**config.mk**
```make
export PLATFORM = sky130hd
export DESIGN_NAME = calendar_date_add_days
export DESIGN_NICKNAME = d
export VERILOG_FILES = /design/src/sv/cdad_pkg.sv /design/src/sv/cdad_div.sv /design/src/sv/cdad_seq.sv /design/src/sv/cdad_dp.sv /design/src/sv/calendar_date_add_days.sv
export SDC_FILE = /design/constraint.sdc
export NUM_CORES = 1
export LEC_CHECK = 0
export BUFFER_PORTS_ARGS = -buffer_cell sky130_fd_sc_hd__buf_2
export CAP_MARGIN = 20
export CORE_MARGIN = 1
export CORE_UTILIZATION = 50
export DETAILED_ROUTE_END_ITERATION = 10
export GPL_TIMING_DRIVEN = 0
export PLACE_DENSITY_LB_ADDON = 0.3
export SYNTH_ARGS = -nofsm -noshare
export SYNTH_HDL_FRONTEND = slang
export SYNTH_SLANG_ARGS = --single-unit
```
**constraint.sdc**
```tcl
create_clock -name clk -period 22.8 [get_ports clk]
set_clock_uncertainty 0.1 [all_clocks]
set_input_delay 4.56 -clock clk [delete_from_list [all_inputs] [get_ports clk]]
set_output_delay 4.56 -clock clk [all_outputs]
set_load 0.01 [all_outputs]
```
**src/sv/cdad_pkg.sv**
```systemverilog
`timescale 1ns / 1ps
// ----------------------------------------------------------------------------
// cdad_pkg
// shared types, microcode program and calendar tables for the date adder
// ----------------------------------------------------------------------------
package cdad_pkg;

  localparam int YEAR_LIMIT_DEF = 9999;
  localparam int IN_YEAR_W      = 14;
  localparam int TOT_W          = 17;   // day + day count, up to 31 + 65535
  localparam int DV_W           = 9;    // divisor and remainder width
  localparam int PC_W           = 4;
  localparam int UC_DEPTH       = 14;

  localparam logic [DV_W-1:0] DIV_CENTURY = 9'd100;
  localparam logic [DV_W-1:0] DIV_CYCLE   = 9'd400;
  localparam logic [DV_W-1:0] DIV_WEEK    = 9'd7;

  // reciprocals floor(2**RCP_SH / divisor); dividends stay below 2**RCP_SH
  localparam int RCP_SH = 20;
  localparam int RCP_W  = 18;
  localparam logic [RCP_W-1:0] RCP_CENTURY = 18'd10485;
  localparam logic [RCP_W-1:0] RCP_CYCLE   = 18'd2621;
  localparam logic [RCP_W-1:0] RCP_WEEK    = 18'd149796;

  // micro-operations
  typedef enum logic [3:0] {
    OP_NOP,
    OP_LOAD,
    OP_DIV_Y,
    OP_SET_M400,
    OP_CHECK,
    OP_STEP,
    OP_SAT,
    OP_DIV_Z,
    OP_WSUM,
    OP_DIV_W,
    OP_PUT
  } uop_t;

  // jump conditions
  typedef enum logic [2:0] {
    C_NEXT,
    C_GOTO,
    C_NO_IN,
    C_DIV_BUSY,
    C_BAD,
    C_MORE,
    C_OUT_BUSY
  } cond_t;

  typedef struct packed {
    cond_t            cond;
    logic [PC_W-1:0]  tgt;
    uop_t             op;
  } cw_t;

  typedef struct packed {
    uop_t op;
    logic idle;
  } ctl_t;

  typedef struct packed {
    logic div_busy;
    logic bad;
    logic more;
    logic out_busy;
  } stat_t;

  // program step addresses
  localparam logic [PC_W-1:0] PC_IDLE   = 4'd0;
  localparam logic [PC_W-1:0] PC_DIVY_W = 4'd2;
  localparam logic [PC_W-1:0] PC_STEP   = 4'd5;
  localparam logic [PC_W-1:0] PC_DIVZ_W = 4'd8;
  localparam logic [PC_W-1:0] PC_DIVW_W = 4'd11;
  localparam logic [PC_W-1:0] PC_PUT    = 4'd12;
  localparam logic [PC_W-1:0] PC_LAST   = 4'd13;

  localparam cw_t UCODE [UC_DEPTH] = '{
    '{cond: C_NO_IN,    tgt: PC_IDLE,   op: OP_LOAD},
    '{cond: C_NEXT,     tgt: PC_IDLE,   op: OP_DIV_Y},
    '{cond: C_DIV_BUSY, tgt: PC_DIVY_W, op: OP_NOP},
    '{cond: C_NEXT,     tgt: PC_IDLE,   op: OP_SET_M400},
    '{cond: C_BAD,      tgt: PC_PUT,    op: OP_CHECK},
    '{cond: C_MORE,     tgt: PC_STEP,   op: OP_STEP},
    '{cond: C_NEXT,     tgt: PC_IDLE,   op: OP_SAT},
    '{cond: C_NEXT,     tgt: PC_IDLE,   op: OP_DIV_Z},
    '{cond: C_DIV_BUSY, tgt: PC_DIVZ_W, op: OP_NOP},
    '{cond: C_NEXT,     tgt: PC_IDLE,   op: OP_WSUM},
    '{cond: C_NEXT,     tgt: PC_IDLE,   op: OP_DIV_W},
    '{cond: C_DIV_BUSY, tgt: PC_DIVW_W, op: OP_NOP},
    '{cond: C_OUT_BUSY, tgt: PC_PUT,    op: OP_PUT},
    '{cond: C_GOTO,     tgt: PC_IDLE,   op: OP_NOP}
  };

  // floor(2.6*mr - 0.2) indexed by calendar month, march is mr 1
  localparam logic [4:0] MONTH_OFS [16] = '{
    5'd0,  5'd28, 5'd31, 5'd2,  5'd5,  5'd7,  5'd10, 5'd12,
    5'd15, 5'd18, 5'd20, 5'd23, 5'd25, 5'd0,  5'd0,  5'd0
  };

  function automatic logic [4:0] month_len(input logic [3:0] m, input logic leap);
    logic [4:0] len;
    unique case (m)
      4'd2:                      len = leap ? 5'd29 : 5'd28;
      4'd4, 4'd6, 4'd9, 4'd11:   len = 5'd30;
      default:                   len = 5'd31;
    endcase
    return len;
  endfunction

endpackage

```
**src/sv/cdad_div.sv**
```systemverilog
`timescale 1ns / 1ps
// ----------------------------------------------------------------------------
// cdad_div
// divider for small constant divisors by reciprocal multiplication
// ----------------------------------------------------------------------------
module cdad_div #(
  parameter int DW = 15
) (
  input  logic                       clk,
  input  logic                       rst_n,
  input  logic                       start,
  input  logic [DW-1:0]              dividend,
  input  logic [cdad_pkg::DV_W-1:0]  divisor,
  input  logic [cdad_pkg::RCP_W-1:0] recip,
  output logic                       busy,
  output logic [DW-1:0]              quo,
  output logic [cdad_pkg::DV_W-1:0]  rem
);

  localparam int PW = DW + cdad_pkg::RCP_SH;

  logic                      est_v_r;
  logic                      rem_v_r;
  logic [DW-1:0]             dvd_r;
  logic [cdad_pkg::DV_W-1:0] dvs_r;
  logic [DW-1:0]             quo_r;
  logic [DW-1:0]             rem_r;
  logic [PW-1:0]             prod;
  logic [DW-1:0]             back;
  logic                      fix;

  // estimate is the true quotient or one short
  assign prod = PW'(dividend) * PW'(recip);
  assign back = quo_r * DW'(dvs_r);
  assign fix  = rem_r >= DW'(dvs_r);

  always_ff @(posedge clk) begin
    if (!rst_n) begin
      est_v_r <= 1'b0;
      rem_v_r <= 1'b0;
    end else begin
      est_v_r <= start;
      rem_v_r <= est_v_r;
    end
  end

  always_ff @(posedge clk) begin
    if (start) begin
      dvd_r <= dividend;
      dvs_r <= divisor;
      quo_r <= prod[PW-1:cdad_pkg::RCP_SH];
    end else if (est_v_r) begin
      rem_r <= dvd_r - back;
    end else if (rem_v_r && fix) begin
      // one correction step
      quo_r <= quo_r + DW'(1);
      rem_r <= rem_r - DW'(dvs_r);
    end
  end

  assign busy = est_v_r | rem_v_r;
  assign quo  = quo_r;
  assign rem  = rem_r[cdad_pkg::DV_W-1:0];

endmodule

```
**src/sv/cdad_seq.sv**
```systemverilog
`timescale 1ns / 1ps
// ----------------------------------------------------------------------------
// cdad_seq
// microcode sequencer: step counter, program rom and conditional jumps
// ----------------------------------------------------------------------------
module cdad_seq (
  input  logic            clk,
  input  logic            rst_n,
  input  logic            in_valid,
  input  cdad_pkg::stat_t stat,
  output cdad_pkg::ctl_t  ctl
);

  logic [cdad_pkg::PC_W-1:0] pc_r;
  logic [cdad_pkg::PC_W-1:0] pc_nxt;
  cdad_pkg::cw_t             cw;
  logic                      jump;

  assign cw = cdad_pkg::UCODE[pc_r];

  // next step
  always_comb begin
    unique case (cw.cond)
      cdad_pkg::C_NEXT:     jump = 1'b0;
      cdad_pkg::C_GOTO:     jump = 1'b1;
      cdad_pkg::C_NO_IN:    jump = !in_valid;
      cdad_pkg::C_DIV_BUSY: jump = stat.div_busy;
      cdad_pkg::C_BAD:      jump = stat.bad;
      cdad_pkg::C_MORE:     jump = stat.more;
      cdad_pkg::C_OUT_BUSY: jump = stat.out_busy;
      default:              jump = 1'b0;
    endcase
    pc_nxt = jump ? cw.tgt : pc_r + 1'b1;
  end

  // control word to datapath
  always_comb begin
    ctl.op   = cw.op;
    ctl.idle = (pc_r == cdad_pkg::PC_IDLE);
  end

  always_ff @(posedge clk) begin
    if (!rst_n) begin
      pc_r <= cdad_pkg::PC_IDLE;
    end else begin
      pc_r <= pc_nxt;
    end
  end

  a_pc_in_program: assert property (@(posedge clk) disable iff (!rst_n)
    pc_r <= cdad_pkg::PC_LAST)
    else $error("step counter left the program");

endmodule

```
**src/sv/cdad_dp.sv**
```systemverilog
`timescale 1ns / 1ps
// ----------------------------------------------------------------------------
// cdad_dp
// date datapath: month stepping, leap tracking, weekday sum, output register
// ----------------------------------------------------------------------------
module cdad_dp #(
  parameter int YEAR_LIMIT = cdad_pkg::YEAR_LIMIT_DEF
) (
  input  logic           clk,
  input  logic           rst_n,
  input  cdad_pkg::ctl_t ctl,
  output cdad_pkg::stat_t stat,
  input  logic           in_valid,
  input  logic [13:0]    in_year,
  input  logic [3:0]     in_month,
  input  logic [4:0]     in_day,
  input  logic [15:0]    in_days_to_add,
  output logic           out_valid,
  input  logic           out_stall,
  output logic           out_valid_res,
  output logic           out_overflow,
  output logic [13:0]    out_new_year,
  output logic [3:0]     out_new_month,
  output logic [4:0]     out_new_day,
  output logic [2:0]     out_weekday
);

  localparam int YW_L = $clog2(YEAR_LIMIT + 2);
  localparam int YW   = (YW_L > cdad_pkg::IN_YEAR_W) ? YW_L : cdad_pkg::IN_YEAR_W;
  localparam int DW   = YW + 1;
  localparam int TW   = cdad_pkg::TOT_W;
  localparam logic [YW-1:0] LIMIT = YW'(YEAR_LIMIT);

  logic [YW-1:0]             yr_r;
  logic [3:0]                mo_r;
  logic [4:0]                day_r;
  logic [TW-1:0]             tot_r;
  logic [8:0]                ym400_r;
  logic                      ok_r;
  logic                      ovf_r;
  logic [DW-1:0]             wsum_r;

  logic                      out_valid_r;
  logic                      res_ok_r;
  logic                      res_ovf_r;
  logic [13:0]               res_year_r;
  logic [3:0]                res_month_r;
  logic [4:0]                res_day_r;
  logic [2:0]                res_wday_r;

  logic                      leap;
  logic [4:0]                len;
  logic                      more;
  logic                      bad;
  logic                      put;
  logic                      div_start;
  logic [DW-1:0]             div_dvd;
  logic [cdad_pkg::DV_W-1:0] div_dvs;
  logic [cdad_pkg::RCP_W-1:0] div_rcp;
  logic                      div_busy;
  logic [DW-1:0]             div_quo;
  logic [cdad_pkg::DV_W-1:0] div_rem;
  logic [6:0]                cent_rem;

  // leap rule on the year modulo 400
  assign leap = (ym400_r[1:0] == 2'd0) && (ym400_r != 9'd100) &&
                (ym400_r != 9'd200) && (ym400_r != 9'd300);
  assign len  = cdad_pkg::month_len(mo_r, leap);
  assign more = (tot_r > TW'(len)) && (yr_r <= LIMIT);
  assign bad  = (mo_r == 4'd0) || (mo_r > 4'd12) || (day_r == 5'd0) || (day_r > len);
  assign put  = (ctl.op == cdad_pkg::OP_PUT) && !(out_valid_r && out_stall);

  always_comb begin
    div_start = 1'b0;
    div_dvd   = wsum_r;
    div_dvs   = cdad_pkg::DIV_WEEK;
    div_rcp   = cdad_pkg::RCP_WEEK;
    unique case (ctl.op)
      cdad_pkg::OP_DIV_Y: begin
        div_start = 1'b1;
        div_dvd   = DW'(yr_r);
        div_dvs   = cdad_pkg::DIV_CYCLE;
        div_rcp   = cdad_pkg::RCP_CYCLE;
      end
      cdad_pkg::OP_DIV_Z: begin
        // january and february belong to the previous year
        div_start = 1'b1;
        div_dvd   = DW'(yr_r) + DW'(400) - DW'(mo_r <= 4'd2);
        div_dvs   = cdad_pkg::DIV_CENTURY;
        div_rcp   = cdad_pkg::RCP_CENTURY;
      end
      cdad_pkg::OP_DIV_W: begin
        div_start = 1'b1;
      end
      default: begin
      end
    endcase
  end

  cdad_div #(
    .DW (DW)
  ) u_div (
    .clk      (clk),
    .rst_n    (rst_n),
    .start    (div_start),
    .dividend (div_dvd),
    .divisor  (div_dvs),
    .recip    (div_rcp),
    .busy     (div_busy),
    .quo      (div_quo),
    .rem      (div_rem)
  );

  assign cent_rem = div_rem[6:0];

  always_ff @(posedge clk) begin
    unique case (ctl.op)
      cdad_pkg::OP_LOAD: begin
        if (in_valid) begin
          yr_r  <= YW'(in_year);
          mo_r  <= in_month;
          day_r <= in_day;
          tot_r <= TW'(in_day) + TW'(in_days_to_add);
        end
      end
      cdad_pkg::OP_SET_M400: begin
        ym400_r <= div_rem;
      end
      cdad_pkg::OP_STEP: begin
        if (more) begin
          tot_r <= tot_r - TW'(len);
          if (mo_r == 4'd12) begin
            mo_r    <= 4'd1;
            yr_r    <= yr_r + 1'b1;
            ym400_r <= (ym400_r == 9'd399) ? 9'd0 : ym400_r + 1'b1;
          end else begin
            mo_r <= mo_r + 1'b1;
          end
        end
      end
      cdad_pkg::OP_SAT: begin
        if (yr_r > LIMIT) begin
          yr_r  <= LIMIT;
          mo_r  <= 4'd12;
          tot_r <= TW'(31);
        end
      end
      cdad_pkg::OP_WSUM: begin
        // d + month term + r + r/4 + c/4 + 5c
        wsum_r <= DW'(tot_r[4:0]) + DW'(cdad_pkg::MONTH_OFS[mo_r]) + DW'(cent_rem) +
                  DW'(cent_rem[6:2]) + (div_quo >> 2) + (div_quo << 2) + div_quo;
      end
      default: begin
      end
    endcase
  end

  // control flags
  always_ff @(posedge clk) begin
    if (!rst_n) begin
      ok_r  <= 1'b0;
      ovf_r <= 1'b0;
    end else begin
      if (ctl.op == cdad_pkg::OP_LOAD) begin
        ovf_r <= 1'b0;
      end
      if (ctl.op == cdad_pkg::OP_CHECK) begin
        ok_r <= !bad;
      end
      if ((ctl.op == cdad_pkg::OP_SAT) && (yr_r > LIMIT)) begin
        ovf_r <= 1'b1;
      end
    end
  end

  // output register
  always_ff @(posedge clk) begin
    if (!rst_n) begin
      out_valid_r <= 1'b0;
    end else if (put) begin
      out_valid_r <= 1'b1;
    end else if (!out_stall) begin
      out_valid_r <= 1'b0;
    end
  end

  always_ff @(posedge clk) begin
    if (put) begin
      res_ok_r    <= ok_r;
      res_ovf_r   <= ok_r & ovf_r;
      res_year_r  <= ok_r ? yr_r[13:0] : 14'd0;
      res_month_r <= ok_r ? mo_r : 4'd0;
      res_day_r   <= ok_r ? tot_r[4:0] : 5'd0;
      res_wday_r  <= ok_r ? div_rem[2:0] : 3'd0;
    end
  end

  always_comb begin
    stat.div_busy = div_busy;
    stat.bad      = bad;
    stat.more     = more;
    stat.out_busy = out_valid_r && out_stall;
  end

  assign out_valid     = out_valid_r;
  assign out_valid_res = res_ok_r;
  assign out_overflow  = res_ovf_r;
  assign out_new_year  = res_year_r;
  assign out_new_month = res_month_r;
  assign out_new_day   = res_day_r;
  assign out_weekday   = res_wday_r;

  a_div_idle_at_start: assert property (@(posedge clk) disable iff (!rst_n)
    div_start |-> !div_busy)
    else $error("divider started while busy");

  a_ovf_needs_ok: assert property (@(posedge clk) disable iff (!rst_n)
    (out_valid_r && res_ovf_r) |-> res_ok_r)
    else $error("overflow flagged on an invalid date");

  a_bad_zeroes: assert property (@(posedge clk) disable iff (!rst_n)
    (out_valid_r && !res_ok_r) |-> (res_year_r == 14'd0 && res_month_r == 4'd0 &&
                                    res_day_r == 5'd0 && res_wday_r == 3'd0))
    else $error("invalid date item carries nonzero fields");

  a_good_date: assert property (@(posedge clk) disable iff (!rst_n)
    (out_valid_r && res_ok_r) |-> (res_month_r != 4'd0 && res_month_r <= 4'd12 &&
                                   res_day_r != 5'd0 && res_wday_r != 3'd7))
    else $error("result date out of range");

endmodule

```
**src/sv/calendar_date_add_days.sv**
```systemverilog
`timescale 1ns / 1ps
// ----------------------------------------------------------------------------
// calendar_date_add_days
// gregorian date plus a day count, with validity check and weekday
// ----------------------------------------------------------------------------
//
//   channel   direction   handshake            payload
//   in_       input       in_valid/in_stall    year, month, day, days_to_add
//   out_      output      out_valid/out_stall  valid_res, overflow, new_year,
//                                              new_month, new_day, weekday
//
// one item at a time; a valid date's time from the idle step back to it grows
// with k, the month ends crossed (up to about 2150 for the largest day count),
// and an invalid date skips the month stepping, the century split and the
// weekday sum; the month stepping loop sets the time, and the three divisions
// by constants (leap setup, century split, weekday) each wait on the divider.
// reset is synchronous, active low, and returns the sequencer to idle.
// a finished item sits in the output register; the next item is accepted and
// worked on while it waits, stalling only at the final write-back step.
//
module calendar_date_add_days #(
  parameter int YEAR_LIMIT = cdad_pkg::YEAR_LIMIT_DEF
) (
  input  logic        clk,
  input  logic        rst_n,
  input  logic        in_valid,
  output logic        in_stall,
  input  logic [13:0] in_year,
  input  logic [3:0]  in_month,
  input  logic [4:0]  in_day,
  input  logic [15:0] in_days_to_add,
  output logic        out_valid,
  input  logic        out_stall,
  output logic        out_valid_res,
  output logic        out_overflow,
  output logic [13:0] out_new_year,
  output logic [3:0]  out_new_month,
  output logic [4:0]  out_new_day,
  output logic [2:0]  out_weekday
);

  cdad_pkg::ctl_t  ctl;
  cdad_pkg::stat_t stat;

  // items only enter at the idle step of the program
  assign in_stall = !ctl.idle;

  // program counter and control rom
  cdad_seq u_seq (
    .clk      (clk),
    .rst_n    (rst_n),
    .in_valid (in_valid),
    .stat     (stat),
    .ctl      (ctl)
  );

  // date registers, divider and output stage
  cdad_dp #(
    .YEAR_LIMIT (YEAR_LIMIT)
  ) u_dp (
    .clk            (clk),
    .rst_n          (rst_n),
    .ctl            (ctl),
    .stat           (stat),
    .in_valid       (in_valid),
    .in_year        (in_year),
    .in_month       (in_month),
    .in_day         (in_day),
    .in_days_to_add (in_days_to_add),
    .out_valid      (out_valid),
    .out_stall      (out_stall),
    .out_valid_res  (out_valid_res),
    .out_overflow   (out_overflow),
    .out_new_year   (out_new_year),
    .out_new_month  (out_new_month),
    .out_new_day    (out_new_day),
    .out_weekday    (out_weekday)
  );

endmodule
```
==> results of run 1 <==
## worst paths after layout
kind / to / from / slack (ps) / cells past startpoint
min reg2reg: u_dp.ovf_r / u_dp.ovf_r / 380 / 2
max: u_dp.u_div.quo[11] / u_dp.mo_r[0] / 13000 / 38
max reg2reg: u_dp.u_div.quo[11] / u_dp.mo_r[0] / 13000 / 38
min: u_dp.ovf_r / u_dp.ovf_r / 380 / 2
## layout by cell type (no fill, tap or decap), types with 12 or more instances in the layout
cell type  instances
a21o_1            20
a21oi_1           73
and2_1            44
and3_1            17
buf_2             73
clkbuf_1          44
clkbuf_16         17
edfxtp_1         139
fa_1             225
ha_1             255
inv_1            374
nand2_1          169
nand2b_1          15
nand3_1           35
nand4_1           12
nor2_1           112
nor2b_1           13
nor3_1            29
o211ai_1          13
o21ai_0           45
o21ai_1           18
o22ai_1           18
or3_1             15
xnor2_1           95
xor2_1            39
## sequential cells by signal, summed over array words and instances, names as in the netlist, 3 cells and up
| signal | cells |
|---|---|
| u_dp.day_r | 5 |
| u_dp.mo_r | 4 |
| u_dp.out_new_day | 5 |
| u_dp.out_new_month | 4 |
| u_dp.out_new_year | 14 |
| u_dp.out_weekday | 3 |
| u_dp.tot_r | 17 |
| u_dp.u_div.dvd_r | 15 |
| u_dp.u_div.dvs_r | 4 |
| u_dp.u_div.quo | 15 |
| u_dp.u_div.rem_r | 15 |
| u_dp.wsum_r | 15 |
| u_dp.ym400_r | 9 |
| u_dp.yr_r | 14 |
| u_seq.pc_r | 4 |
## stage by stage
step	utilization, %	hold slack (ps)
3_5_place_dp	53.79	364.1
2_1_floorplan	-	345.4
5_1_grt	55.46	408.0
4_1_cts	55.40	374.1
6_report	55.46	378.3
3_3_place_gp	53.56	356.3
## kinds of logic (layout without fill, tap and decap cells)
kind of cell / after synthesis / count (layout) / share of synthesized area [%]
simple gates: 500 / 500 / 12.71
fa+ha+maj: 481 / 481 / 40.19
buf+inv: 434 / 545 / 8.621
compound gates: 267 / 267 / 8.817
flops: 150 / 150 / 22.92
xor+xnor: 134 / 134 / 6.122
mux: 10 / 10 / 0.5874
other cells: 2 / 3 / 0.03917
## per-layer routing
metal | GRT usage, % | up-vias
li1 | - | 6674
met1 | 35.61 | 6974
met2 | 41.28 | 393
met3 | 3.049 | 75
met4 | 6.862 | 0
met5 | 0 | -
## cell type report
cell class | count | area [um^2]
Clock buffer | 17 | 425.4
Fill cell | 3374 | 16780
Timing Repair Buffer | 79 | 444.2
Multi-Input combinational cell | 1395 | 13150
Buffer | 50 | 205.2
Clock inverter | 15 | 181.4
Sequential cell | 150 | 4394
Tap cell | 511 | 639.4
Inverter | 384 | 1449
## worst register-to-register path, delay by kind of cell, from the launching register on
| kind | cells | cell delay [ps] |
|---|---|---|
| AOI/OAI and AO/OA | 14 | 2740 |
| xor gates and xnor gates | 1 | 210 |
| adders and majority gates | 11 | 4110 |
| buffers and inverters | 8 | 660 |
| DFF | 1 | 510 |
| and+or+nand+nor | 4 | 1210 |
==> impl_metrics.py, run 1 <==
metrics = {
    "placed_design": {
        "place_area_um2": 20260,
        "place_ws_ps": 13120,
        "dp.cells": 2567,
        "routabilityCongestion": 0.9056,
        "io_buffer_count": 72,
        "dpl.hpwl_um": 39120,
    },
    "final_layout": {
        "syn2layout_area_growth_pct": 8.954,
        "final_nets": 2600,
        "n_antenna_cell": 0,
        "drive_gt1_share_pct": 6.890,
        "stdcell_area_um2": 20890,
        "final_cell_count_no_fill": 2601,
    },
    "drt": {
        "drc": 0,
        "wl_met1_um": 20880,
        "num_vias": 14120,
        "drt-wirelength-per-cell_um": 17.99,
        "ant_nets": 0,
        "first_pass_iters": 6,
        "wl_met3_um": 2508,
        "wl_met2_um": 22330,
        "post_drt_via_cell_ratio": 5.427,
        "highest_layer": "met4",
        "wl_um": 46800,
        "drt_iter0_markers": 927,
    },
    "synth": {
        "synthCells": 1978,
        "netlist_area_um2": 19170,
        "yosys_warnings": 0,
        "synth_cell_types": 78,
        "synth.largest_area_cell": "fa_1",
        "synth_edf_count": 139,
        "synthArstFlopShare_pct": 0,
        "synthTopCellsByCount": "374 x inv_1, 255 x ha_1, 225 x fa_1",
        "yosys.area.top_type_share_pct": 23.49,
        "yosysSeqAreaShare_pct": 22.92,
        "yosysMostFrequentCell": "inv_1",
        "ys_ff_latch": 150,
        "synthTopCellsByArea": "fa_1 23%, edfxtp_1 22%, ha_1 17%",
        "syn_avg_cell_area_um2": 9.693,
        "synthFlopType": "edfxtp_1",
    },
    "grt": {
        "grt_pass1_vias": 14360,
        "grt_max_degree": 29,
        "grt_antenna_before_repair": 1,
        "groute.usage.overall_pct": 25.32,
        "grt_pass1_wl_um": 76160,
        "overflow": 0,
    },
    "setup_path": {
        "arrival_ps": 9860,
        "start_kind": "flop",
        "crit_fanout": 8,
        "crit_family": "adder cells",
        "crit_type": "reg2reg",
        "critPathMaxStageDelay_ps": 750,
        "crit_slowest_cell": "nor3_1",
        "cp.required_ps": 22860,
        "cp.buffers_inverters": 8,
        "critPathCaptureType": "flop",
        "crit_top_cell": "inv_1",
    },
    "sta": {
        "finalSetupViolations": 0,
        "slew_viol_final": 0,
        "slew_headroom_pct": 37.25,
        "setup_ws_ps": 13000,
        "rsz0062_at_grt": "no",
        "setup-tns-final_ps": 0,
        "hold_viol_final": 0,
        "layout_min_cycle_time_ps": 9803,
        "finalCritPeriodShare_pct": 42.99,
        "timing.fmax_mhz": 102.0,
        "tightest_slew_ps": 934.1,
    },
    "floorplanning": {
        "num_rows": 71,
        "core-area_um2": 37670,
        "die_h_um": 197.8,
        "ios": 73,
        "die_w_um": 197.8,
        "dieArea_um2": 39130,
        "initial_core_util_pct": 50.90,
    },
    "clock_network": {
        "numClockSinks": 150,
        "cts_max_path_buffers": 2,
        "path_clk_slew_ps": 70,
        "cts_tree": "yes",
        "cts_setup_buffers": 0,
        "cts_hold_buf": 0,
        "h-tree-depth": 4,
        "ctsRootBufferMaster": "clkbuf_16",
        "cts_resized": 0,
        "numCtsBuffers": 17,
        "worstSkewPairLatency_ps": 440,
    },
    "run_status": {
        "status": "complete, no violations",
    },
    "hold_path": {
        "hold_class": "reg2reg",
    },
    "job": {
        "cap_violations": 0,
    },
}
Power of run 1 is left out: the tool's default activity adds up to more than one toggle a clock period on the data nets, which glitch-free logic cannot reach.
==> run 2: changes to the inputs <==
clock period = 9 ns   (was 22.8 ns; I/O delays follow)
==> impl_metrics.py, run 2 (synthesis results as in run 1) <==
metrics = {
    "grt": {
        "groute.usage.overall_pct": 25.43,
        "grt_antenna_before_repair": 1,
        "grt_pass1_wl_um": 76500,
        "grt_pass1_vias": 14460,
        "grt_max_degree": 29,
        "overflow": 0,
    },
    "sta": {
        "finalSetupViolations": 0,
        "hold_viol_final": 0,
        "layout_min_cycle_time_ps": 8759,
        "rsz0062_at_grt": "yes",
        "slew_viol_final": 0,
        "timing.fmax_mhz": 114.2,
        "tightest_slew_ps": 834.9,
        "finalCritPeriodShare_pct": 97.32,
        "slew_headroom_pct": 43.61,
    },
    "clock_network": {
        "numCtsBuffers": 17,
        "cts_tree": "yes",
        "cts_max_path_buffers": 2,
        "cts_hold_buf": 0,
        "numClockSinks": 150,
        "path_clk_slew_ps": 70,
        "ctsRootBufferMaster": "clkbuf_16",
        "worstSkewPairLatency_ps": 450,
        "h-tree-depth": 4,
    },
    "run_status": {
        "status": "complete, no violations",
    },
    "floorplanning": {
        "dieArea_um2": 39130,
        "initial_core_util_pct": 50.90,
        "core-area_um2": 37670,
        "die_w_um": 197.8,
        "num_rows": 71,
        "ios": 73,
        "die_h_um": 197.8,
    },
    "drt": {
        "first_pass_iters": 5,
        "num_vias": 14220,
        "drt_iter0_markers": 982,
        "drt-wirelength-per-cell_um": 18.12,
        "wl_um": 47490,
        "drc": 0,
        "ant_nets": 0,
        "post_drt_via_cell_ratio": 5.425,
    },
    "setup_path": {
        "cp.required_ps": 9210,
        "start_kind": "flop",
        "crit_family": "adder cells",
        "critPathMaxStageDelay_ps": 570,
        "critPathCaptureType": "flop",
        "crit_type": "reg2reg",
        "crit_fanout": 5,
        "crit_slowest_cell": "fa_1",
        "crit_top_cell": "fa_1",
        "arrival_ps": 8970,
        "cp.buffers_inverters": 6,
    },
    "final_layout": {
        "drive_gt1_share_pct": 9.763,
        "top_register": "u_dp.tot_r",
        "syn2layout_area_growth_pct": 10.77,
        "final_cell_count_no_fill": 2621,
        "final_cell_mix": "368 x inv_1, 252 x ha_1, 223 x fa_1",
        "n_antenna_cell": 0,
        "final_common_cell": "inv_1",
        "final_nets": 2620,
        "largest_register_ffs": 17,
    },
    "hold_path": {
        "hold_class": "reg2reg",
    },
    "placed_design": {
        "routabilityCongestion": 0.9056,
        "io_buffer_count": 72,
        "dpl.hpwl_um": 39120,
        "dp.cells": 2567,
    },
    "job": {
        "cap_violations": 0,
    },
}
-- run 2: cell count changes in the layout (fill, tap and decap cells not counted), moves of 4 or more --
cell	previous run	this run
buf_4	2	22
inv_2	5	11
inv_1	374	368
o21ai_2	0	4
-- run 2: worst register-to-register path, delay by kind of cell (launching register included) --
kind | cells | cell delay [ps]
fa+ha+maj | 10 | 3910
compound gates | 12 | 2500
simple gates | 5 | 1050
buf+inv | 6 | 490
flops | 1 | 430
xor+xnor | 1 | 150
-- run 2: area by class of cell --
cell class / count / area [um^2]
multi-input cells: 1395 / 13330
clock buffers: 17 / 425.4
plain buffers: 48 / 197.7
well taps: 511 / 639.4
fillers: 3324 / 16430
repair buffers: 101 / 616.8
clock inverters: 15 / 181.4
inverters: 384 / 1449
flip-flops and latches: 150 / 4394
-- run 2: metal layers --
layer	up-vias	routed length [um]	track usage, %
li1	6720	-	-
met3	61	2468	3.117
met1	7071	21160	35.62
met4	0	883	6.718
met5	-	0	0
met2	368	22980	41.64
-- run 2: through the flow --
stage          setup TNS, ps  hold slack, ps  instance area [um^2]  util [%]  setup slack, ps
6_report                   0           378.2                 21240     56.38            241.4
5_1_grt               -527.7           408.0                 21240     56.38           -123.3
4_1_cts                    0           374.1                 20950     55.62            14.28
3_5_place_dp           -6762           364.1                 20260     53.79           -679.0
3_3_place_gp           -6752           356.3                 20180     53.56           -677.0
2_1_floorplan              0           345.4                 19180         -            572.1
-- run 2: final timing paths --
kind | startpoint | slack (ps) | depth (start not counted) | to
worst min-delay path | u_dp.ovf_r | 380 | 2 | u_dp.ovf_r
worst max-delay path | u_dp.mo_r[0] | 240 | 34 | u_dp.u_div.quo[5]
worst min register to register | u_dp.ovf_r | 380 | 2 | u_dp.ovf_r
worst max register to register | u_dp.mo_r[0] | 240 | 34 | u_dp.u_div.quo[5]
-- run 2: timing repair --
action / CTS / global route
setup buffers: 8 / 14
pin swaps: 5 / 29
resized for setup: 12 / 43
endpoints found under the setup margin: 13 / 13
Power of run 2 is left out for the same reason.
